$ cat src/rtl/spq_pkg.sv
`default_nettype none

package spq_pkg;

   localparam int CAPACITY  = 512;
   localparam int IDX_W     = $clog2(CAPACITY);
   localparam int CNT_W     = $clog2(CAPACITY + 1);
   localparam int SYM_W     = 10;
   localparam int WGT_W     = 32;
   localparam int POS_W     = 10;
   localparam int OUT_CNT_W = 10;
   localparam int CMP_W     = (CNT_W > POS_W) ? CNT_W : POS_W;

   localparam logic [1:0] OP_INSERT = 2'd0;
   localparam logic [1:0] OP_POP    = 2'd1;
   localparam logic [1:0] OP_READ   = 2'd2;
   localparam logic [1:0] OP_CLEAR  = 2'd3;

   localparam logic [1:0] STATUS_OK     = 2'd0;
   localparam logic [1:0] STATUS_EMPTY  = 2'd1;
   localparam logic [1:0] STATUS_BADPOS = 2'd2;
   localparam logic [1:0] STATUS_FULL   = 2'd3;

   typedef struct packed {
      logic [1:0]       operation;
      logic [SYM_W-1:0] symbol;
      logic [WGT_W-1:0] weight;
      logic [POS_W-1:0] position;
   } req_word_type;

   typedef struct packed {
      logic [SYM_W-1:0]     out_symbol;
      logic [WGT_W-1:0]     out_weight;
      logic [OUT_CNT_W-1:0] entry_count;
      logic [1:0]           status;
   } rsp_word_type;

   typedef struct packed {
      logic [SYM_W-1:0] symbol;
      logic [WGT_W-1:0] weight;
   } entry_type;

   typedef struct packed {
      logic             insert_en;
      logic             pop_en;
      logic             tap_load;
      logic             tap_shift;
      entry_type        new_entry;
      logic [CNT_W-1:0] count;
   } cell_ctl_type;

endpackage

`default_nettype wire

$ cat src/rtl/spq_cell.sv
`default_nettype none

module spq_cell (
   input  wire logic                        clock,
   input  wire logic [spq_pkg::IDX_W-1:0]   index,
   input  wire spq_pkg::cell_ctl_type       ctl,
   input  wire spq_pkg::entry_type          prev_entry,
   input  wire logic                        prev_gt,
   input  wire spq_pkg::entry_type          next_entry,
   input  wire spq_pkg::entry_type          next_tap,
   output spq_pkg::entry_type               entry,
   output logic                             gt,
   output spq_pkg::entry_type               tap
);

   localparam int CNT_W = spq_pkg::CNT_W;

   spq_pkg::entry_type entry_ff, entry_in;
   spq_pkg::entry_type tap_ff, tap_in;
   logic [CNT_W-1:0]   index_ext;
   logic               occupied;
   logic               at_end;

   assign index_ext = CNT_W'(index);
   assign occupied  = index_ext < ctl.count;
   assign at_end    = index_ext == ctl.count;
   assign gt        = occupied && (entry_ff.weight > ctl.new_entry.weight);

   always_comb begin
      entry_in = entry_ff;
      if (ctl.insert_en) begin
         if (prev_gt) begin
            entry_in = prev_entry;
         end else if (gt || at_end) begin
            entry_in = ctl.new_entry;
         end
      end else if (ctl.pop_en) begin
         entry_in = next_entry;
      end
   end

   always_comb begin
      tap_in = tap_ff;
      if (ctl.tap_load) begin
         tap_in = entry_ff;
      end else if (ctl.tap_shift) begin
         tap_in = next_tap;
      end
   end

   always_ff @(posedge clock) begin
      entry_ff <= entry_in;
      tap_ff   <= tap_in;
   end

   assign entry = entry_ff;
   assign tap   = tap_ff;

endmodule

`default_nettype wire

$ cat config.mk
export PLATFORM = sky130hd
export DESIGN_NAME = spq_cell
export DESIGN_NICKNAME = d
export VERILOG_FILES = /design/src/rtl/spq_pkg.sv /design/src/rtl/spq_cell.sv
export SDC_FILE = /design/constraint.sdc
export NUM_CORES = 1
export LEC_CHECK = 0
export CORE_MARGIN = 5
export CORE_UTILIZATION = 30
export CTS_BUF_LIST = sky130_fd_sc_hd__clkbuf_8
export DETAILED_ROUTE_END_ITERATION = 12
export DONT_BUFFER_PORTS = 1
export GPL_ROUTABILITY_DRIVEN = 1
export PLACE_DENSITY = 0.44
export SLEW_MARGIN = 30
export SYNTH_ARGS = -nofsm -noshare
export SYNTH_HDL_FRONTEND = slang
export SYNTH_SLANG_ARGS = --single-unit
$ cat constraint.sdc
create_clock -name clock -period 5 [get_ports clock]
set_input_delay 0.75 -clock clock [delete_from_list [all_inputs] [get_ports clock]]
set_output_delay 0.75 -clock clock [all_outputs]
set_load 0.005 [all_outputs]
==> results of run 1 <==
## report_power, final
group / switching, W / total [W] / internal, W
combinational: 0.000109 / 0.000218 / 0.000109
clock: 0.000283 / 0.000523 / 0.000240
sequential: 0.0000637 / 0.000936 / 0.000873
## Yosys cell counts (all sizes together)
cell type and n:
a41oi 1, nand4b 1, or4 2, a21o 3, mux2 42, a211oi 1, nand2 8, o31a 1
a221oi 2, nor2 48, inv 41, nor2b 2, or2 1, nand3 3, mux2i 42, clkbuf 18
and4 1, edfxtp 84, and2 1, buf 1, o211ai 1, o32a 1, a31oi 2, nor3 1
o21ai 4, ha 41, nand4 8, or2b 2, a21oi 55, o41ai 1, a2111o 1
## worst reg2reg max path, stage by stage (launching register included)
cell      delay, ns
edfxtp_1       0.50
ha_1           0.34
a21oi_1        0.15
o21ai_0        0.11
a221oi_1       0.40
o41ai_1        0.15
o31a_2         0.39
o32a_4         0.64
## cell families after synthesis
logic type	synth area share, %
buf+inv	5.09
flops	50.8
fa+ha+maj	10.3
mux	18.0
simple gates	7.46
compound gates	8.29
## state kept, by name, summed over array words and instances, names as in the netlist
name,cells
entry,42
tap,42
## layer usage
metal	part of all wire (%)	track usage, %
met1	38	15.1
met2	52	25.5
met3	9.0	5.31
met4	1.5	4.99
met5	0	0
## area by class of cell
class | count | area (sq um) | share of cell area (%)
clock inverter | 7 | 81.3 | 1.52
tap | 220 | 275 | 5.14
inverter | 41 | 154 | 2.87
multi-input combinational | 276 | 2200 | 41.1
clock buffer | 9 | 124 | 2.31
sequential | 84 | 2520 | 47.1
## worst max-delay path by stage
stage           endpoint  slack (ns)  cells after the start
6_report              gt        1.85                      6
5_1_grt               gt        1.66                      6
4_1_cts               gt        1.75                      6
3_5_place_dp   entry[37]        1.59                      8
3_3_place_gp   entry[16]        1.32                      7
2_1_floorplan   entry[0]        1.44                      7
## stage by stage
| step | total power (W) | cell area, sq um | std cells | hold slack, ns |
|---|---|---|---|---|
| after global placement | 0.00117 | 5140 | 621 | 0.614 |
| after global routing | 0.00177 | 5360 | 637 | 0.560 |
| after detailed placement | 0.00118 | 5150 | 621 | 0.614 |
| after floorplan | 0.00112 | 4960 | 420 | 0.577 |
| final | 0.00168 | 5360 | 637 | 0.594 |
| after CTS | 0.00171 | 5360 | 637 | 0.554 |
==> results.json, run 1 <==
{
  "cts_resized": 0,
  "synth_cell_type_count": 33,
  "final.period_utilization_pct": 63.0,
  "via_per_inst": 5.08,
  "cp_slowest_cell": "edfxtp_1",
  "drc": 0,
  "dieArea_sq_um": 19200,
  "syn-instance-count": 420,
  "finClkSkew_ns": 0.00706,
  "max_cap_viol_count": 0,
  "peakVddDrop_uv": 154,
  "yosys.area.top_type_share_pct": 50.8,
  "clk_path_buf_depth": 2,
  "whs_path_depth": 1,
  "r2r.worst_path.cells": 7,
  "r2r-start": "entry[21]",
  "slew_violations": 0,
  "port_buffers": 0,
  "synth_nets": 654,
  "post-route-min-period_ns": 3.15,
  "ys_seq_area_share_pct": 50.8,
  "worstHoldStart": "ctl[55]",
  "antenna_found_initial": 0,
  "end_kind": "output pin",
  "path_cells": "ha_1 -> a21oi_1 -> o21ai_0 -> a221oi_1 -> o41ai_1 -> o31a_2",
  "relSlewSlack_pct": 54.9,
  "layout_commonest_cell": "edfxtp_1",
  "cts_max_level": 3,
  "timing.fmax_ghz": 0.317,
  "gp_congestion": 0.759,
  "min_path_type": "input pin to flop",
  "fin_nets": 646,
  "drt_iter0_drc": 76,
  "syn_area_sq_um": 4960,
  "cts_hold_buf": 0,
  "synthToLayoutAreaGrowth_pct": 7.99,
  "cp_top_family": "compound AO/OA/AOI/OAI gates",
  "fp-row-count": 47,
  "clock_latency_ns": 0.36,
  "grt_remaining_overflow": 0,
  "max_stage_delay_ns": 0.50,
  "track_usage_pct": 14.1,
  "final_cell_mix": "84 x edfxtp_1, 55 x a21oi_1, 48 x nor2_1, 42 x mux2i_1, 42 x mux2_2",
  "ff2ff_setup_slack_ns": 1.97,
  "final_core_util_pct": 32.7,
  "diodes": 0,
  "root_buffer": "clkbuf_8",
  "holdPathEnd": "entry[12]",
  "grt_first_pass_wirelength_microns": 21000,
  "fillers": 1681,
  "grt_max_degree": 87,
  "ant_nets": 0,
  "powerDensity_nw_per_um2": 313,
  "avgSynthCellArea_sq_um": 11.8,
  "die_height_microns": 139,
  "rsz0062_at_grt": "no",
  "start_util_pct": 30.3,
  "path_clk_slew_ns": 0.09,
  "worst_slew_pin_slew_ns": 0.676,
  "finalHoldViolCount": 0,
  "start_kind": "flop",
  "yosysTopAreaCell": "edfxtp_1",
  "grt_pass1_vias": 3564,
  "ys_warn_count": 0,
  "r2r-end": "entry[29]",
  "drive_gt1_share_pct": 16.1,
  "io-pin-count": 278,
  "dp_hpwl_microns": 10800,
  "wl_per_cell_microns": 22.2,
  "outcome": "finished clean",
  "tritoncts": "yes",
  "fin_setup_tns_ns": 0,
  "via_count": 3236,
  "cts_setup_buffers": 0,
  "cts.sinks": 84,
  "setup_viol_count_final": 0,
  "worstPathRequired_ns": 4.25,
  "critPathMaxFanout": 3,
  "numCtsBuffers": 9,
  "core_sq_um": 16400,
  "die_x_microns": 139,
  "critPathLaunch": "entry[21]",
  "ys_seq_elements": 84,
  "setup_ws_ns": 1.85,
  "path_class": "flop to output pin",
  "first_pass_iters": 5,
  "ys_top_cells_by_area": "edfxtp_1 51%, ha_1 10%, mux2_2 9.5%, mux2i_1 8.5%, a21oi_1 5.5%",
  "arrival_ns": 2.40,
  "wirelength_microns": 14200,
  "dp_slack_ns": 1.59,
  "leakage_nw": 2.16,
  "crit_buf_inv": 0
}
Power figures use the tool's default switching activity.
==> inputs of run 2 (changes only) <==
PLACE_DENSITY = 0.45   (was 0.44)
clock period = 2.6 ns   (was 5 ns; I/O delays follow)
==> results.json, run 2 (same netlist as run 1, synthesis figures left out) <==
{
  "antenna_found_initial": 0,
  "start_util_pct": 30.3,
  "placed_area_sq_um": 5490,
  "cts_max_level": 3,
  "peakVddDrop_uv": 232,
  "pwr-share-comb_pct": 19.0,
  "path_clk_slew_ns": 0.09,
  "max_cap_viol_count": 0,
  "r2r-start": "entry[30]",
  "critPathMaxFanout": 4,
  "seqPwrFrac_pct": 51.6,
  "layout_commonest_cell": "edfxtp_1",
  "rsz0062_at_grt": "yes",
  "r2r-end": "entry[32]",
  "via_per_inst": 5.04,
  "gp_congestion": 0.783,
  "setup_ws_ns": -0.102,
  "internal-power_w": 0.00256,
  "post-route-min-period_ns": 2.70,
  "leakage_nw": 2.44,
  "grt_first_pass_wirelength_microns": 22000,
  "ff2ff_setup_slack_ns": -0.07,
  "clk_path_buf_depth": 2,
  "drt_iter0_drc": 104,
  "top_layer": "met4",
  "worstPathRequired_ns": 2.21,
  "path_class": "flop to output pin",
  "tritoncts": "yes",
  "ant_nets": 0,
  "setup_viol_count_final": 43,
  "min_path_type": "input pin to flop",
  "pwr-share-clk_pct": 29.4,
  "outcome": "complete, but fails checks",
  "grt_remaining_overflow": 0,
  "synthToLayoutAreaGrowth_pct": 20.5,
  "critPathLaunch": "entry[30]",
  "dieArea_sq_um": 19200,
  "clock_latency_ns": 0.36,
  "grt_max_degree": 87,
  "fin_cells": 689,
  "drc": 0,
  "via_count": 3472,
  "timing.fmax_ghz": 0.370,
  "die_x_microns": 139,
  "cts.sinks": 84,
  "violations": "negative setup slack",
  "die_height_microns": 139,
  "fin_nets": 699,
  "numCtsBuffers": 9,
  "finalHoldViolCount": 0,
  "critical_path.endpoint": "gt",
  "end_kind": "output pin",
  "core_sq_um": 16400,
  "root_buffer": "clkbuf_8",
  "powerDensity_nw_per_um2": 573,
  "arrival_ns": 2.31,
  "whs_path_depth": 1,
  "wirelength_microns": 14800,
  "drive_gt1_share_pct": 28.6,
  "switching_power_w": 0.000867,
  "dp.cells": 662,
  "io-pin-count": 278,
  "grt_pass1_vias": 3843,
  "first_pass_iters": 4,
  "worst_slew_pin_slew_ns": 0.756,
  "wl_met1_microns": 5600,
  "dp_hpwl_microns": 11200,
  "final.period_utilization_pct": 104,
  "wl_per_cell_microns": 21.5,
  "wl_met3_microns": 1420,
  "diodes": 0,
  "finClkSkew_ns": 0.0177,
  "track_usage_pct": 14.7,
  "r2r.worst_path.cells": 8,
  "fp-row-count": 47,
  "relSlewSlack_pct": 49.6,
  "port_buffers": 0,
  "design_area_sq_um": 5980,
  "slew_violations": 0,
  "start_kind": "flop",
  "final_cell_mix": "84 x edfxtp_1, 53 x a21oi_1, 48 x buf_4, 47 x nor2_1",
  "swShare_pct": 25.3,
  "dr_wl_met2_microns": 7470
}
==> run 2: cell types whose count changed in the layout (fill, tap and decap cells not counted), moves of 2 or more <==
cell	delta
buf_12	+2
inv_6	-3
ha_1	-9
buf_6	+2
ha_4	+9
a21oi_2	+2
a221oi_2	+2
buf_4	+48
a221oi_1	-2
o21ai_0	-2
a21oi_1	-2
==> run 2: critical path, stage by stage (launching register included) <==
cell and delay [ns]:
edfxtp_1 0.43, ha_4 0.32, nand4_4 0.13, or4_4 0.61, a31oi_4 0.17, o31a_2 0.19, buf_6 0.11
==> run 2: power by group through the flow <==
stage | Sequential [W] | Clock, W | Combinational (W)
2_1_floorplan | 0.00178 | 0 | 0.000378
3_3_place_gp | 0.00179 | 0 | 0.000566
3_5_place_dp | 0.00180 | 0 | 0.000577
4_1_cts | 0.00177 | 0.00107 | 0.000622
5_1_grt | 0.00178 | 0.00111 | 0.000733
6_report | 0.00177 | 0.00101 | 0.000652
==> run 2: worst min-delay path by stage <==
stage | end | start
floorplan | tap[41] | entry[41]
global placement | tap[0] | next_tap[0]
detailed placement | tap[16] | next_tap[16]
CTS | entry[27] | ctl[55]
global route | entry[27] | ctl[55]
finish | entry[27] | ctl[55]
==> run 2: metrics by stage <==
| step | hold slack [ns] | total power [W] | util, % | setup TNS (ns) | worst slack, ns |
|---|---|---|---|---|---|
| 6_report | 0.231 | 0.00343 | 36.5 | -2.59 | -0.102 |
| 5_1_grt | 0.201 | 0.00363 | 36.5 | -6.53 | -0.191 |
| 4_1_cts | 0.203 | 0.00346 | 35.6 | -2.27 | -0.139 |
| 3_5_place_dp | 0.613 | 0.00237 | 33.4 | -7.96 | -0.204 |
| 3_3_place_gp | 0.610 | 0.00236 | 33.4 | -7.38 | -0.190 |
| 2_1_floorplan | 0.577 | 0.00216 | - | 0 | 0.0454 |
==> run 2: final cells by class <==
type / count / area, sq um
clock buffer: 9 / 124
clock inverter: 6 / 81.3
fill: 1636 / 10400
inverter: 41 / 154
multi-input combinational: 276 / 2380
sequential: 84 / 2520
tap: 220 / 275
timing repair buffer: 53 / 448
==> run 2: repair_timing <==
item                       in CTS  in global routing
pin swaps                      13                  6
gates cloned                    0                  2
hold buffers                    0                  0
setup endpoints to repair      43                 43
resized for setup              16                  7
setup buffers                   5                  5
==> run 2: metal layers <==
metal / track usage [%] / vias up
li1: - / 1626
met1: 15.8 / 1638
met2: 25.8 / 189
met3: 5.97 / 19
met4: 5.97 / 0
met5: 0 / -
==> inputs of run 3 (changes only) <==
ABC_AREA = 1   (was not set)
ABC_CLOCK_PERIOD_IN_PS = 2600   (was not set)
CELL_PAD_IN_SITES_DETAIL_PLACEMENT = 0   (was not set)
CELL_PAD_IN_SITES_GLOBAL_PLACEMENT = 1   (was not set)
PLACE_DENSITY = 0.6   (was 0.45)
==> results.json, run 3 <==
{
  "yosysTopAreaCell": "edfxtp_1",
  "drc": 0,
  "avgSynthCellArea_sq_um": 8.39,
  "worst_slew_pin_slew_ns": 0.640,
  "io-pin-count": 278,
  "start_kind": "flop",
  "relSlewSlack_pct": 57.3,
  "start_util_pct": 30.5,
  "cts_max_level": 3,
  "end_kind": "output pin",
  "antenna_found_initial": 0,
  "final_cell_mix": "252 x nand2_1, 84 x edfxtp_1, 57 x nor2_1, 54 x inv_1, 42 x a31oi_1",
  "min_path_type": "input pin to flop",
  "fp-row-count": 47,
  "layout_commonest_cell": "nand2_1",
  "cp_slowest_cell": "edfxtp_1",
  "dp_hpwl_microns": 11800,
  "port_buffers": 0,
  "grt_pass1_vias": 4063,
  "ant_nets": 0,
  "final.period_utilization_pct": 91.6,
  "outcome": "finished clean",
  "yosys.area.top_type_share_pct": 50.0,
  "yosysMostFrequentCell": "nand2_1",
  "gp_congestion": 0.818,
  "clock_latency_ns": 0.37,
  "clk_path_buf_depth": 2,
  "rsz0062_at_grt": "no",
  "die_height_microns": 140,
  "max_stage_delay_ns": 0.46,
  "wl_per_cell_microns": 19.0,
  "fin_setup_tns_ns": 0,
  "die_x_microns": 140,
  "cts_hold_buf": 0,
  "grt_remaining_overflow": 0,
  "cts.sinks": 84,
  "powerDensity_nw_per_um2": 589,
  "peakVddDrop_uv": 238,
  "synthFlopType": "edfxtp_1",
  "drt_iter0_drc": 205,
  "synth_edf_count": 84,
  "via_per_inst": 4.88,
  "grt_first_pass_wirelength_microns": 23500,
  "ys_top_cells_by_area": "edfxtp_1 50%, nand2_1 19%, ha_1 10%, a31oi_1 5.2%, nor2_1 4.2%",
  "via_count": 3969,
  "finalHoldViolCount": 0,
  "async_flop_share_pct": 0,
  "path_cells": "ha_1 -> nand2_1 -> nor2_4 -> nand2_2 -> nor3_2 -> nand4_1 -> nand2_1 -> inv_1 -> nand2_2 -> inv_1",
  "first_pass_iters": 4,
  "path_clk_slew_ns": 0.09,
  "ys_seq_elements": 84,
  "core_sq_um": 16500,
  "track_usage_pct": 15.4,
  "path_class": "flop to output pin",
  "synth_top_cells_by_count": "252 x nand2_1, 84 x edfxtp_1, 57 x nor2_1",
  "synthToLayoutAreaGrowth_pct": 8.06,
  "slew_violations": 0,
  "leakage_nw": 2.47,
  "fin_nets": 823,
  "root_buffer": "clkbuf_8",
  "post-route-min-period_ns": 2.38,
  "syn_area_sq_um": 5040,
  "setup_viol_count_final": 0,
  "final_core_util_pct": 33.0,
  "drive_gt1_share_pct": 5.39,
  "arrival_ns": 1.99,
  "numCtsBuffers": 9,
  "finClkSkew_ns": 0.0122,
  "cts_setup_buffers": 0,
  "max_cap_viol_count": 0,
  "ys_warn_count": 0,
  "timing.fmax_ghz": 0.420,
  "ys_seq_area_share_pct": 50.0,
  "worstPathRequired_ns": 2.21,
  "critPathMaxFanout": 3,
  "diodes": 0,
  "synth_nets": 835,
  "dieArea_sq_um": 19500,
  "wirelength_microns": 15400,
  "grt_max_degree": 87,
  "tritoncts": "yes",
  "cts_resized": 0,
  "syn-instance-count": 601,
  "crit_buf_inv": 2,
  "cp_top_family": "simple AND/OR/NAND/NOR gates",
  "synth_cell_type_count": 25
}
-- run 3: through the flow --
stage / area, sq um / total power (W) / hold WS, ns / cells / setup WS [ns]
global placement: 5250 / 0.00230 / 0.571 / 798 / 0.402
finish: 5450 / 0.00321 / 0.193 / 814 / 0.219
global route: 5450 / 0.00340 / 0.167 / 814 / 0.00405
CTS: 5440 / 0.00327 / 0.166 / 814 / 0.133
floorplan: 5050 / 0.00218 / 0.541 / 601 / 0.193
detailed placement: 5250 / 0.00232 / 0.574 / 798 / 0.363
-- run 3: cells by family (layout without fill, tap and decap cells) --
| kind of cell | count (synthesis) | count (layout) | share of synthesized area, % |
|---|---|---|---|
| flip-flops | 84 | 84 | 50.0 |
| AO/OA/AOI/OAI | 67 | 67 | 8.06 |
| AND/OR/NAND/NOR | 325 | 325 | 25.0 |
| buffers and inverters | 84 | 77 | 6.75 |
| adder cells (fa/ha/maj) | 41 | 41 | 10.2 |
-- run 3: final timing paths --
kind	from	endpoint	slack, ns	cells after the start
worst max-delay path	entry[31]	gt	0.22	10
worst min register to register	entry[38]	tap[38]	0.60	2
worst max register to register	entry[7]	entry[33]	0.36	12
worst min-delay path	next_tap[27]	tap[27]	0.19	2
-- run 3: power breakdown --
| part | switching [W] | total (W) | internal, W |
|---|---|---|---|
| Sequential | 0.000124 | 0.00180 | 0.00168 |
| Clock | 0.000499 | 0.000939 | 0.000440 |
| Combinational | 0.000287 | 0.000470 | 0.000183 |
-- run 3: worst reg2reg max path, stage by stage (launching register included) --
cell and delay [ns]:
edfxtp_1 0.45, ha_1 0.33, nand2_1 0.07, nor2_1 0.18
nand2_1 0.07, nand2_1 0.10, nand2_1 0.06, nand2_1 0.06
nand2_1 0.05, nand2_1 0.06, nand2_2 0.07, a21oi_4 0.14
buf_12 0.26
-- run 3: cell type report --
class | count | area [sq um]
fill | 1739 | 11100
clock buffer | 9 | 124
multi-input combinational | 433 | 2200
inverter | 56 | 210
clock inverter | 7 | 68.8
timing repair buffer | 5 | 50.0
sequential | 84 | 2520
tap | 220 | 275
-- run 3: metal layers --
| metal | track usage [%] | up-vias | wire length, microns |
|---|---|---|---|
| li1 | - | 1948 | - |
| met1 | 18.1 | 1814 | 6120 |
| met2 | 26.0 | 188 | 7560 |
| met3 | 6.04 | 19 | 1520 |
| met4 | 4.84 | 0 | 240 |
| met5 | 0 | - | 0 |
