===== config.mk =====
export PLATFORM = sky130hd
export DESIGN_NAME = spq_ctrl
export DESIGN_NICKNAME = d
export VERILOG_FILES = /design/src/rtl/spq_pkg.sv /design/src/rtl/spq_ctrl.sv
export SDC_FILE = /design/constraint.sdc
export NUM_CORES = 1
export LEC_CHECK = 0
export BUFFER_PORTS_ARGS = -buffer_cell sky130_fd_sc_hd__buf_2
export CAP_MARGIN = 20
export CORE_AREA = 2 2 105 107
export DETAILED_ROUTE_END_ITERATION = 8
export DIE_AREA = 0 0 107 109
export HOLD_SLACK_MARGIN = 0.15
export PLACE_DENSITY = 0.89
export SYNTH_ARGS = -nofsm -noshare
export SYNTH_HDL_FRONTEND = slang
export SYNTH_SLANG_ARGS = --single-unit

===== constraint.sdc =====
create_clock -name clock -period 7.2 [get_ports clock]
set_input_delay 1.08 -clock clock [delete_from_list [all_inputs] [get_ports clock]]
set_output_delay 1.08 -clock clock [all_outputs]
set_load 0.02 [all_outputs]

===== src/rtl/spq_pkg.sv =====
`default_nettype none

package spq_pkg;

   localparam int CAPACITY  = 512;
   localparam int IDX_W     = $clog2(CAPACITY);
   localparam int CNT_W     = $clog2(CAPACITY + 1);
   localparam int SYM_W     = 10;
   localparam int WGT_W     = 32;
   localparam int POS_W     = 10;
   localparam int OUT_CNT_W = 10;
   localparam int CMP_W     = (CNT_W > POS_W) ? CNT_W : POS_W;

   localparam logic [1:0] OP_INSERT = 2'd0;
   localparam logic [1:0] OP_POP    = 2'd1;
   localparam logic [1:0] OP_READ   = 2'd2;
   localparam logic [1:0] OP_CLEAR  = 2'd3;

   localparam logic [1:0] STATUS_OK     = 2'd0;
   localparam logic [1:0] STATUS_EMPTY  = 2'd1;
   localparam logic [1:0] STATUS_BADPOS = 2'd2;
   localparam logic [1:0] STATUS_FULL   = 2'd3;

   typedef struct packed {
      logic [1:0]       operation;
      logic [SYM_W-1:0] symbol;
      logic [WGT_W-1:0] weight;
      logic [POS_W-1:0] position;
   } req_word_type;

   typedef struct packed {
      logic [SYM_W-1:0]     out_symbol;
      logic [WGT_W-1:0]     out_weight;
      logic [OUT_CNT_W-1:0] entry_count;
      logic [1:0]           status;
   } rsp_word_type;

   typedef struct packed {
      logic [SYM_W-1:0] symbol;
      logic [WGT_W-1:0] weight;
   } entry_type;

   typedef struct packed {
      logic             insert_en;
      logic             pop_en;
      logic             tap_load;
      logic             tap_shift;
      entry_type        new_entry;
      logic [CNT_W-1:0] count;
   } cell_ctl_type;

endpackage

`default_nettype wire


===== src/rtl/spq_ctrl.sv =====
`default_nettype none

module spq_ctrl (
   input  wire logic                   clock,
   input  wire logic                   reset,
   input  wire logic                   req_valid,
   output logic                        req_stall,
   input  wire spq_pkg::req_word_type  req_data,
   output logic                        rsp_valid,
   input  wire logic                   rsp_stall,
   output spq_pkg::rsp_word_type       rsp_data,
   input  wire spq_pkg::entry_type     head_entry,
   input  wire spq_pkg::entry_type     head_tap,
   output spq_pkg::cell_ctl_type       cell_ctl
);

   localparam int CNT_W     = spq_pkg::CNT_W;
   localparam int IDX_W     = spq_pkg::IDX_W;
   localparam int CMP_W     = spq_pkg::CMP_W;
   localparam int OUT_CNT_W = spq_pkg::OUT_CNT_W;

   localparam logic ST_IDLE = 1'b0;
   localparam logic ST_READ = 1'b1;

   logic                  state_ff, state_in;
   logic [CNT_W-1:0]      count_ff, count_in;
   logic [IDX_W-1:0]      rd_cnt_ff, rd_cnt_in;
   logic                  rsp_valid_ff, rsp_valid_in;
   spq_pkg::rsp_word_type rsp_data_ff, rsp_data_in;
   logic                  accept;
   logic                  out_free;
   logic                  load_rsp;
   logic                  full;
   logic                  empty;
   logic [CMP_W-1:0]      pos_ext;
   logic [CMP_W-1:0]      count_ext;
   logic [CMP_W-1:0]      pos_m1;
   logic                  pos_bad;

   assign out_free  = !rsp_valid_ff || !rsp_stall;
   assign req_stall = (state_ff != ST_IDLE) || !out_free;
   assign accept    = req_valid && !req_stall;

   assign full      = count_ff == CNT_W'(spq_pkg::CAPACITY);
   assign empty     = count_ff == '0;
   assign pos_ext   = CMP_W'(req_data.position);
   assign count_ext = CMP_W'(count_ff);
   assign pos_m1    = pos_ext - CMP_W'(1);
   assign pos_bad   = (pos_ext == '0) || (pos_ext > count_ext);

   always_comb begin
      state_in    = state_ff;
      count_in    = count_ff;
      rd_cnt_in   = rd_cnt_ff;
      load_rsp    = 1'b0;
      rsp_data_in = rsp_data_ff;
      cell_ctl    = '0;
      cell_ctl.new_entry.symbol = req_data.symbol;
      cell_ctl.new_entry.weight = req_data.weight;
      cell_ctl.count            = count_ff;

      unique case (state_ff)
         ST_IDLE: begin
            if (accept) begin
               rsp_data_in = '0;
               unique case (req_data.operation)
                  spq_pkg::OP_INSERT: begin
                     load_rsp = 1'b1;
                     if (full) begin
                        rsp_data_in.status = spq_pkg::STATUS_FULL;
                     end else begin
                        cell_ctl.insert_en = 1'b1;
                        count_in = count_ff + CNT_W'(1);
                     end
                  end
                  spq_pkg::OP_POP: begin
                     load_rsp = 1'b1;
                     if (empty) begin
                        rsp_data_in.status = spq_pkg::STATUS_EMPTY;
                     end else begin
                        cell_ctl.pop_en = 1'b1;
                        count_in = count_ff - CNT_W'(1);
                        rsp_data_in.out_symbol = head_entry.symbol;
                        rsp_data_in.out_weight = head_entry.weight;
                     end
                  end
                  spq_pkg::OP_READ: begin
                     if (pos_bad) begin
                        load_rsp = 1'b1;
                        rsp_data_in.status = spq_pkg::STATUS_BADPOS;
                     end else begin
                        cell_ctl.tap_load = 1'b1;
                        rd_cnt_in = IDX_W'(pos_m1);
                        state_in  = ST_READ;
                     end
                  end
                  spq_pkg::OP_CLEAR: begin
                     load_rsp = 1'b1;
                     count_in = '0;
                  end
                  default: begin
                     load_rsp = 1'b1;
                  end
               endcase
               rsp_data_in.entry_count = OUT_CNT_W'(count_in);
            end
         end
         ST_READ: begin
            if (rd_cnt_ff == '0) begin
               if (out_free) begin
                  load_rsp    = 1'b1;
                  rsp_data_in = '0;
                  rsp_data_in.out_symbol  = head_tap.symbol;
                  rsp_data_in.out_weight  = head_tap.weight;
                  rsp_data_in.entry_count = OUT_CNT_W'(count_ff);
                  rsp_data_in.status      = spq_pkg::STATUS_OK;
                  state_in = ST_IDLE;
               end
            end else begin
               cell_ctl.tap_shift = 1'b1;
               rd_cnt_in = rd_cnt_ff - IDX_W'(1);
            end
         end
         default: begin
            state_in = ST_IDLE;
         end
      endcase
   end

   assign rsp_valid_in = load_rsp || (rsp_valid_ff && rsp_stall);

   always_ff @(posedge clock) begin
      if (reset) begin
         state_ff     <= ST_IDLE;
         count_ff     <= '0;
         rd_cnt_ff    <= '0;
         rsp_valid_ff <= 1'b0;
      end else begin
         state_ff     <= state_in;
         count_ff     <= count_in;
         rd_cnt_ff    <= rd_cnt_in;
         rsp_valid_ff <= rsp_valid_in;
      end
   end

   always_ff @(posedge clock) begin
      if (load_rsp) begin
         rsp_data_ff <= rsp_data_in;
      end
   end

   assign rsp_valid = rsp_valid_ff;
   assign rsp_data  = rsp_data_ff;

`ifndef NO_ASSERTIONS
   a_count_bound: assert property (@(posedge clock) disable iff (reset)
      count_ff <= CNT_W'(spq_pkg::CAPACITY))
      else $error("Entry count exceeds capacity.");

   a_read_blocks: assert property (@(posedge clock) disable iff (reset)
      state_ff == ST_READ |-> req_stall)
      else $error("A word was accepted during a positional read.");

   a_full_refused: assert property (@(posedge clock) disable iff (reset)
      accept && req_data.operation == spq_pkg::OP_INSERT && full |=>
         rsp_valid_ff && rsp_data_ff.status == spq_pkg::STATUS_FULL && full)
      else $error("Insert into a full store was not refused.");

   a_pop_count: assert property (@(posedge clock) disable iff (reset)
      accept && req_data.operation == spq_pkg::OP_POP && !empty |=>
         count_ff == $past(count_ff) - CNT_W'(1))
      else $error("Remove did not lower the entry count by one.");

   a_clear_count: assert property (@(posedge clock) disable iff (reset)
      accept && req_data.operation == spq_pkg::OP_CLEAR |=> empty)
      else $error("Clear did not empty the store.");
`endif

endmodule

`default_nettype wire


==> results.txt, run 1 <==
The run finished with clean final reports. The total area of multi-input combinational cells is 0.002201 mm². Ranked by total cell area, the synthesized netlist is headed by sky130_fd_sc_hd__edfxtp_1, sky130_fd_sc_hd__dfxtp_1, sky130_fd_sc_hd__a22o_1, sky130_fd_sc_hd__buf_4, sky130_fd_sc_hd__ha_1.

The count of warnings emitted by yosys came out at 0. After clock tree synthesis, the flow added hold-fix buffers numbering 0. Among all stages on the critical path, the largest delay is contributed by sky130_fd_sc_hd__or4_4. The number of nets handed over by synthesis was 637.

The later-pin clock latency in the skew report is 0.35 ns. The post-detailed-route wirelength per cell is 19.14 µm. By startpoint and endpoint, the worst setup path is classified as input port to output pin.

In the synthesized netlist the dominant register cell turns out to be sky130_fd_sc_hd__edfxtp_1. The average cell area after synthesis is 9.843 µm². The total track usage is 0.2335. The share of synthesized flip-flops with an asynchronous set or reset is 0. The detail-routed via count per cell came out at 6.054. The proportion of netlist area held by the largest area contributor came out at 0.3418. The DRC violations left came out at 0. The floorplan die height came out at 109 µm. The most repeated cell in the gate-level netlist after synthesis is sky130_fd_sc_hd__edfxtp_1.

The detailed placement HPWL is 10260 µm. The post-synthesis to final-layout area growth came out at 17.14%. The number of max-capacitance violations reported came out at 0. For the pin with the worst max-slew slack, the measured transition is 0.7444 ns. The final net count is 746.

The signal arrival time at the worst endpoint is 2.84 ns. Setup violations remaining at the end of the flow were counted as 0. 254 I/O pins were placed. The count of antenna diodes in the layout came out at 0. The static leakage power came out at 2.339 nW.

Sorting the synthesized cells by how often they occur yields sky130_fd_sc_hd__edfxtp_1, sky130_fd_sc_hd__a22o_1, sky130_fd_sc_hd__buf_4. The fraction of the mapped netlist area in adder cells came out at 0.03428. Measured along the x axis, the die boundary spans 107 µm. By area, the combinational part of the netlist is dominated by compound AO/OA/AOI/OAI gates. The cell at the root of the clock tree is sky130_fd_sc_hd__clkbuf_8. The worst setup skew after layout is 0.01063 ns.

The floorplan has 38 rows. The final critical delay including setup and external delays is 3.915 ns. The largest area contributor in the synthesized netlist is sky130_fd_sc_hd__edfxtp_1. STA classifies the critical path endpoint as an output pin. The proportion of synthesized area in mux cells came out at 0.02637. The number of routed nets with antenna violations is 0. The detailed router finished its first iteration with 560 violations.

The worst endpoint required time is 6.12 ns. The proportion of synthesized chip area in sequential cells is 0.4304. In the final layout, flip-flops and latches occupy 0.002043 mm². Leaving out filler cells and counting taps, the final layout contains 736. The placeable core region came out at 0.01060 mm². The cell that appears most often on the critical path is sky130_fd_sc_hd__buf_2. The synthesized-area fraction occupied by xor and xnor cells is 0.005538. TritonCTS built the clock tree. The synthesized flop and latch total came out at 75. The total count of hold-check failures in the final report came out at 0. The area fraction in and, or, nand and nor cells after synthesis came out at 0.1453.

The floorplan step defined a die boundary enclosing 0.01166 mm². Walking the worst path, the cells encountered are buf_2 > or4_4 > o41a_1 > nand4b_2 > o21a_4 > inv_4 > buf_2. For this run the aggregate overflow at the end of global routing stands at 0.

In this run the worst path has a maximum fanout of 8. For this configuration, the core starts out at a cell density of 0.4475. The number of optimization iterations in the first detailed-route pass came out at 6.

The stage delay of the slowest cell on the critical path is 0.57 ns. The total instance count after detailed placement came out at 720. The aggregate routed wire length is 14090 µm. After clock tree synthesis, the clock-pin slew on the worst setup and hold paths is 0.08 ns.

The count of vias placed by the detailed router is 4456. The area of the mapped netlist is 0.004745 mm². The tightest min-delay check is of the flop to flop type. The number of buffers added for setup after CTS is 0.

The first global-routing pass estimated 20980 µm of wire. The count of flip-flops with a built-in enable after synthesis came out at 54. During placement, the flow inserted port buffers numbering 169. The routability congestion estimate is 0.9501. The largest net degree at the start of global routing is 56. The post-cts sizing count came out at 0.

The count of filler cells inserted in the layout came out at 886. The worst vdd rail ir drop is 0.09119 mV. The initial antenna violation count is 1.

Dividing the final minimum period by the clock period gives 0.5438. Setup repair after global routing left no endpoint under its margin. In this run, CTS created clock tree buffers numbering 9. The compound-cell area share of the yosys netlist was 0.2489.

Measured against its own limit, the worst slew margin works out to 0.5032. The number of pins with negative max-slew slack in the final report is 0. The share of post-route cells with drive strength above 1 is 0.3490. The cell count after synthesis is 482. The power per unit of standard cell area came out at 209.6 mW/mm². The number of global-route vias before repair is 4059. Hold timing on the final database bottoms out at a slack of 0.5362 ns. The number of buffers on the longest clock path came out at 2. STA classifies the critical path startpoint as an input port. The H-tree depth reported by CTS came out at 3. The setup TNS is 0 ns. The maximum clock frequency is 0.2554 GHz. The distinct cell type count of the synthesized netlist came out at 70. Clock tree synthesis found a total of 75 sinks.
-- flip-flops by register name, summed over array words and instances, names as in the netlist --
register,count
rsp_valid,1
rd_cnt_ff,9
rsp_data,54
state_ff,1
count_ext,10
-- final timing paths --
kind                                                 from                   endpoint  slack [ns]  depth (start not counted)
worst min-delay path            rd_cnt_ff[8]$_SDFFE_PP0P_  rd_cnt_ff[8]$_SDFFE_PP0P_        0.54                          2
worst max register to register  count_ext[9]$_SDFFE_PP0P_      rsp_data[4]$_DFFE_PP_        3.82                          8
worst max-delay path                          req_data[2]               cell_ctl[53]        3.28                          7
worst min register to register  rd_cnt_ff[8]$_SDFFE_PP0P_  rd_cnt_ff[8]$_SDFFE_PP0P_        0.54                          2
-- through the flow --
step | worst slack, ns | power [W] | utilization | instance area [µm²]
after floorplan | 0.5025 | 0.0007758 | - | 4745
after global placement | 3.352 | 0.0008404 | 0.5057 | 5361
after detailed placement | 3.321 | 0.0008483 | 0.5057 | 5361
after CTS | 3.308 | 0.001173 | 0.5242 | 5558
after global routing | 3.173 | 0.001220 | 0.5242 | 5558
final | 3.285 | 0.001165 | 0.5242 | 5558
-- critical path: cells and delay by family --
family / cells / cell delay (ns)
AO/OA/AOI/OAI: 2 / 0.67
buffers and inverters: 3 / 0.38
AND/OR/NAND/NOR: 2 / 0.71
-- cells in the final DEF, fill, tap and decap left out, types with 4 or more instances in the layout --
cell type,count
sky130_fd_sc_hd__a21o_1,5
sky130_fd_sc_hd__o21ai_0,19
sky130_fd_sc_hd__a211oi_1,4
sky130_fd_sc_hd__a21oi_1,27
sky130_fd_sc_hd__o211ai_1,5
sky130_fd_sc_hd__nand4_1,7
sky130_fd_sc_hd__buf_2,169
sky130_fd_sc_hd__nor2_1,33
sky130_fd_sc_hd__ha_1,13
sky130_fd_sc_hd__nand2b_1,4
sky130_fd_sc_hd__nor3_1,19
sky130_fd_sc_hd__clkbuf_8,10
sky130_fd_sc_hd__a22o_1,42
sky130_fd_sc_hd__dfxtp_1,20
sky130_fd_sc_hd__a31oi_1,9
sky130_fd_sc_hd__mux2i_1,8
sky130_fd_sc_hd__nor4_1,8
sky130_fd_sc_hd__nand2_1,20
sky130_fd_sc_hd__inv_1,18
sky130_fd_sc_hd__o221ai_1,4
sky130_fd_sc_hd__and2_1,4
sky130_fd_sc_hd__nand3_1,15
sky130_fd_sc_hd__edfxtp_1,54
sky130_fd_sc_hd__mux2_2,4
-- layout make-up --
| type | instances | share of cell area |
|---|---|---|
| multi-input combinational | 314 | 0.3960 |
| sequential | 75 | 0.3676 |
| timing repair buffer | 172 | 0.1562 |
| tap | 140 | 0.03152 |
| clock buffer | 12 | 0.02611 |
| inverter | 19 | 0.01328 |
| clock inverter | 4 | 0.009230 |
-- metal layers --
layer	routed length, µm	global-route usage
met1	5064	0.2471
met2	7016	0.4163
met3	1327	0.05439
met4	677	0.1540
met5	5	0
-- power by group --
part           total [W]  switching [W]  internal [W]
Sequential      0.000538      0.0000248      0.000513
Combinational   0.000306       0.000194      0.000112
Clock           0.000321       0.000151      0.000170
Total            0.00116       0.000370      0.000794
-- cell families after synthesis --
| group | after synthesis |
|---|---|
| AO/OA/AOI/OAI | 156 |
| XOR/XNOR | 3 |
| adder cells (fa/ha/maj) | 13 |
| buffers and inverters | 93 |
| flip-flops | 75 |
| multiplexers | 12 |
| AND/OR/NAND/NOR | 130 |
Note: power is estimated with default switching activity, not from simulation.
==> run 2: changes to the inputs <==
ABC_AREA = 1   (was default)
PLACE_DENSITY = 0.88   (was 0.89)
clock period = 3.8 ns   (was 7.2 ns; I/O delays follow)
==> run 2 against run 1 <==
Effect of this change: synthesized cell count increased by 25%; die area unchanged; clock power grew 110%; first-iteration DRC count shrank 36%; final area decreased by 1.2%; global-route usage is 2.4 points lower; synthesized area shrank 2.0%; worst hold slack got worse by 0.052 ns; critical path type is now flop to output pin; largest power group unchanged.
==> results.txt, run 2 <==
The number of routed nets with antenna violations is 0. The maximum fanout along the worst path came out at 11. Synthesis produced 603 cells. The cell at the root of the clock tree is sky130_fd_sc_hd__clkbuf_8.

After detailed routing, the average wire length per cell comes to 14.63 µm. The floorplan die height is 109 µm. STA classifies the critical path startpoint as a flop.

TritonCTS built the clock tree. Hold repair after CTS inserted 0 buffers. Setup repair after global routing left no endpoint under its margin. The initial antenna violation count was 0. The area of the mapped netlist came out at 0.004651 mm². The proportion of synthesized chip area in sequential cells is 0.4391.

The total clock buffers created by CTS came out at 9. The worst vdd rail ir drop is 0.1813 mV. The aggregate routed wire length came out at 12660 µm. The number of buffers added for setup after CTS is 0.

The number of global-route vias before repair was 3919. The power per unit of standard cell area is 414.3 mW/mm². The total nets after synthesis came out at 758. The top-level I/O count came out at 254.

Yosys mapped a number of flops with a built-in enable equal to 54. The finished layout holds 865 standard cells, fillers aside. The count of antenna diodes in the layout came out at 0. The proportion of netlist area held by the largest area contributor came out at 0.3487. The die width came out at 107 µm.

Once placement completed, the tool counted placed cells totaling 849. The final critical delay including setup and external delays is 3.134 ns. The CTS clock-pin slew for the worst setup and hold paths is 0.08 ns.

The detailed placement HPWL came out at 9351 µm. The total global routing overflow came out at 0. The critical path endpoint category is an output pin. Buffers placed on the I/O ports in this run total 169. The number of cells traversed by the worst register-to-register path came out at 10. The total track usage came out at 0.2094.

The total power of the final layout is 0.002274 W. The maximum clock frequency came out at 0.3191 GHz. The share of synthesized flip-flops with an asynchronous set or reset is 0.

The slack of the worst reg-to-reg path is 1.04 ns. The most repeated cell in the gate-level netlist after synthesis is sky130_fd_sc_hd__nand2_1. Sorting the synthesized cells by area gives the leading types as sky130_fd_sc_hd__edfxtp_1, sky130_fd_sc_hd__nand2_1, sky130_fd_sc_hd__dfxtp_1, sky130_fd_sc_hd__o21ai_0, sky130_fd_sc_hd__buf_4. The H-tree generated during clock tree synthesis spans 3 levels.

The startpoint identified for the worst hold timing path is rd_cnt_ff[3]$_SDFFE_PP0P_. Post-CTS repair changed the size of 0 cells. The detailed router's first-iteration violation count is 358. The floorplan step defined a die boundary enclosing 0.01166 mm². For this run, the post-layout net count is 875. The distinct cell type count of the synthesized netlist is 35.

The first global-routing pass estimated 18890 µm of wire. For this run, the share of the core covered by cells in the final layout is 0.5177. The total count of hold-check failures in the final report came out at 0. The number of pins with negative max-slew slack in the final report came to 0. The static leakage power is 2.677 nW. The critical path is of the flop to output pin type. The run finished with clean final reports. The number of buffers on the longest clock path came out at 2. The relative max-transition margin came out at 0.4771. For the pin with the worst max-slew slack, the measured transition is 0.7814 ns.

The critical path starts at count_ext[9]$_SDFFE_PP0P_. In the routed layout, each cell is associated on average with a via count of 5.163. The worst setup skew after layout came out at 0.01099 ns. The average instance in the mapped netlist occupies 7.713 µm². The number of optimization iterations in the first detailed-route pass is 5. The clock net in this run drives a total of 75 sinks.

Summing over every cut layer, the via total after detailed routing is 4466. The top cell types in the final layout, fill and taps aside, are sky130_fd_sc_hd__nand2_1, sky130_fd_sc_hd__buf_2, sky130_fd_sc_hd__o21ai_0. Yosys printed 0 warnings. The part of the cycle the worst path needs is 0.8247. The worst hold path was traced through 2 stages. The share of post-route cells with drive strength above 1 is 0.2828. Ranked by instance count, the synthesized netlist is headed by sky130_fd_sc_hd__nand2_1, sky130_fd_sc_hd__o21ai_0, sky130_fd_sc_hd__edfxtp_1.

The library cell used most frequently in the layout, excluding fill and tap cells, is sky130_fd_sc_hd__nand2_1. For this run, the leading register cell type out of synthesis is sky130_fd_sc_hd__edfxtp_1. The area growth from synthesis to layout is 18.03%. The number of placement rows came out at 38. After floorplanning, the core was sized to cover 0.01060 mm². The biggest area contributor in the post-synthesis netlist is sky130_fd_sc_hd__edfxtp_1.

The signal arrival time at the worst endpoint is 2.56 ns. The largest net degree at the start of global routing is 62. The setup TNS is 0 ns.

The later-pin clock latency in the skew report came out at 0.34 ns. The worst register-to-register path begins at count_ext[9]$_SDFFE_PP0P_. For this configuration, the core starts out at a cell density of 0.4386. Routability-driven placement finished with a final weighted congestion of 0.9280. In the routed design, unresolved DRC markers number 0. The final number of setup-violating endpoints came out at 0. The worst endpoint required time came out at 3.23 ns. The synthesized flop and latch total came out at 75. The worst hold path belongs to the class flop to flop. The number of max-capacitance violations reported came out at 0. The register with the most flip-flops in the layout has 54 of them.
[run 2: cell types whose count changed in the layout (fill, tap and decap cells not counted), moves of 8 or more]
| cell | before | now |
|---|---|---|
| sky130_fd_sc_hd__nand2_1 | 20 | 184 |
| sky130_fd_sc_hd__o21ai_0 | 19 | 73 |
| sky130_fd_sc_hd__a22o_1 | 42 | 0 |
| sky130_fd_sc_hd__inv_1 | 18 | 45 |
| sky130_fd_sc_hd__nand3_1 | 15 | 31 |
| sky130_fd_sc_hd__nor3_1 | 19 | 3 |
| sky130_fd_sc_hd__a21oi_1 | 27 | 17 |
| sky130_fd_sc_hd__a31oi_1 | 9 | 1 |
| sky130_fd_sc_hd__mux2i_1 | 8 | 0 |
| sky130_fd_sc_hd__nand4_1 | 7 | 15 |
| sky130_fd_sc_hd__nor2_1 | 33 | 41 |
[run 2: cell families (layout without fill, tap and decap cells)]
group,Yosys count,count (layout),synth area share
compound gates,99,99,0.1090
xor+xnor,9,9,0.01695
fa+ha+maj,13,13,0.03498
buf+inv,117,239,0.1364
flops,75,75,0.4391
simple gates,290,290,0.2637
[run 2: worst paths after layout]
| path | end |
|---|---|
| max | cell_ctl[53] |
| min | rd_cnt_ff[3]$_SDFFE_PP0P_ |
| max reg2reg | rsp_data[53]$_DFFE_PP_ |
| min reg2reg | rd_cnt_ff[3]$_SDFFE_PP0P_ |
[run 2: final cells by class]
class,instances,area [µm²]
clock inverters,6,90.09
well taps,140,175.2
clock buffers,10,127.6
multi-input cells,411,1977
repair buffers,173,888.4
flip-flops and latches,75,2043
inverters,50,187.7
fillers,989,5114
[run 2: worst max-delay path, stage by stage (launching register included)]
cell                       delay, ns
sky130_fd_sc_hd__dfxtp_1        0.43
sky130_fd_sc_hd__clkinv_1       0.26
sky130_fd_sc_hd__ha_1           0.37
sky130_fd_sc_hd__nand2_1        0.07
sky130_fd_sc_hd__nor2_1         0.17
sky130_fd_sc_hd__nand4_1        0.10
sky130_fd_sc_hd__nand2_1        0.11
sky130_fd_sc_hd__nand4_1        0.37
sky130_fd_sc_hd__inv_1          0.15
sky130_fd_sc_hd__buf_2          0.18
[run 2: metrics by stage]
step | cell area, µm² | setup slack [ns] | hold slack (ns)
2_1_floorplan | 4651 | 0.5324 | 0.4550
3_3_place_gp | 5271 | 1.082 | 0.4656
3_5_place_dp | 5271 | 1.067 | 0.4748
4_1_cts | 5489 | 0.7028 | 0.4882
5_1_grt | 5489 | 0.4916 | 0.5041
6_report | 5489 | 0.6661 | 0.4843
[run 2: report_power, final]
part	switching, W	total, W	leakage, nW	internal (W)
sequential	0.0000449	0.00103	0.712	0.000981
combinational	0.000386	0.000580	1.86	0.000193
clock	0.000298	0.000669	0.106	0.000371
[run 2: layer usage]
metal / GRT usage / routed length [µm] / vias to the layer above / share of wire
met1: 0.2409 / 4988 / 1971 / 0.39
met5: 0 / 0 / - / 0
met2: 0.3658 / 6037 / 264 / 0.48
met3: 0.04842 / 1115 / 53 / 0.088
li1: - / - / 2178 / -
met4: 0.1067 / 516 / 0 / 0.041
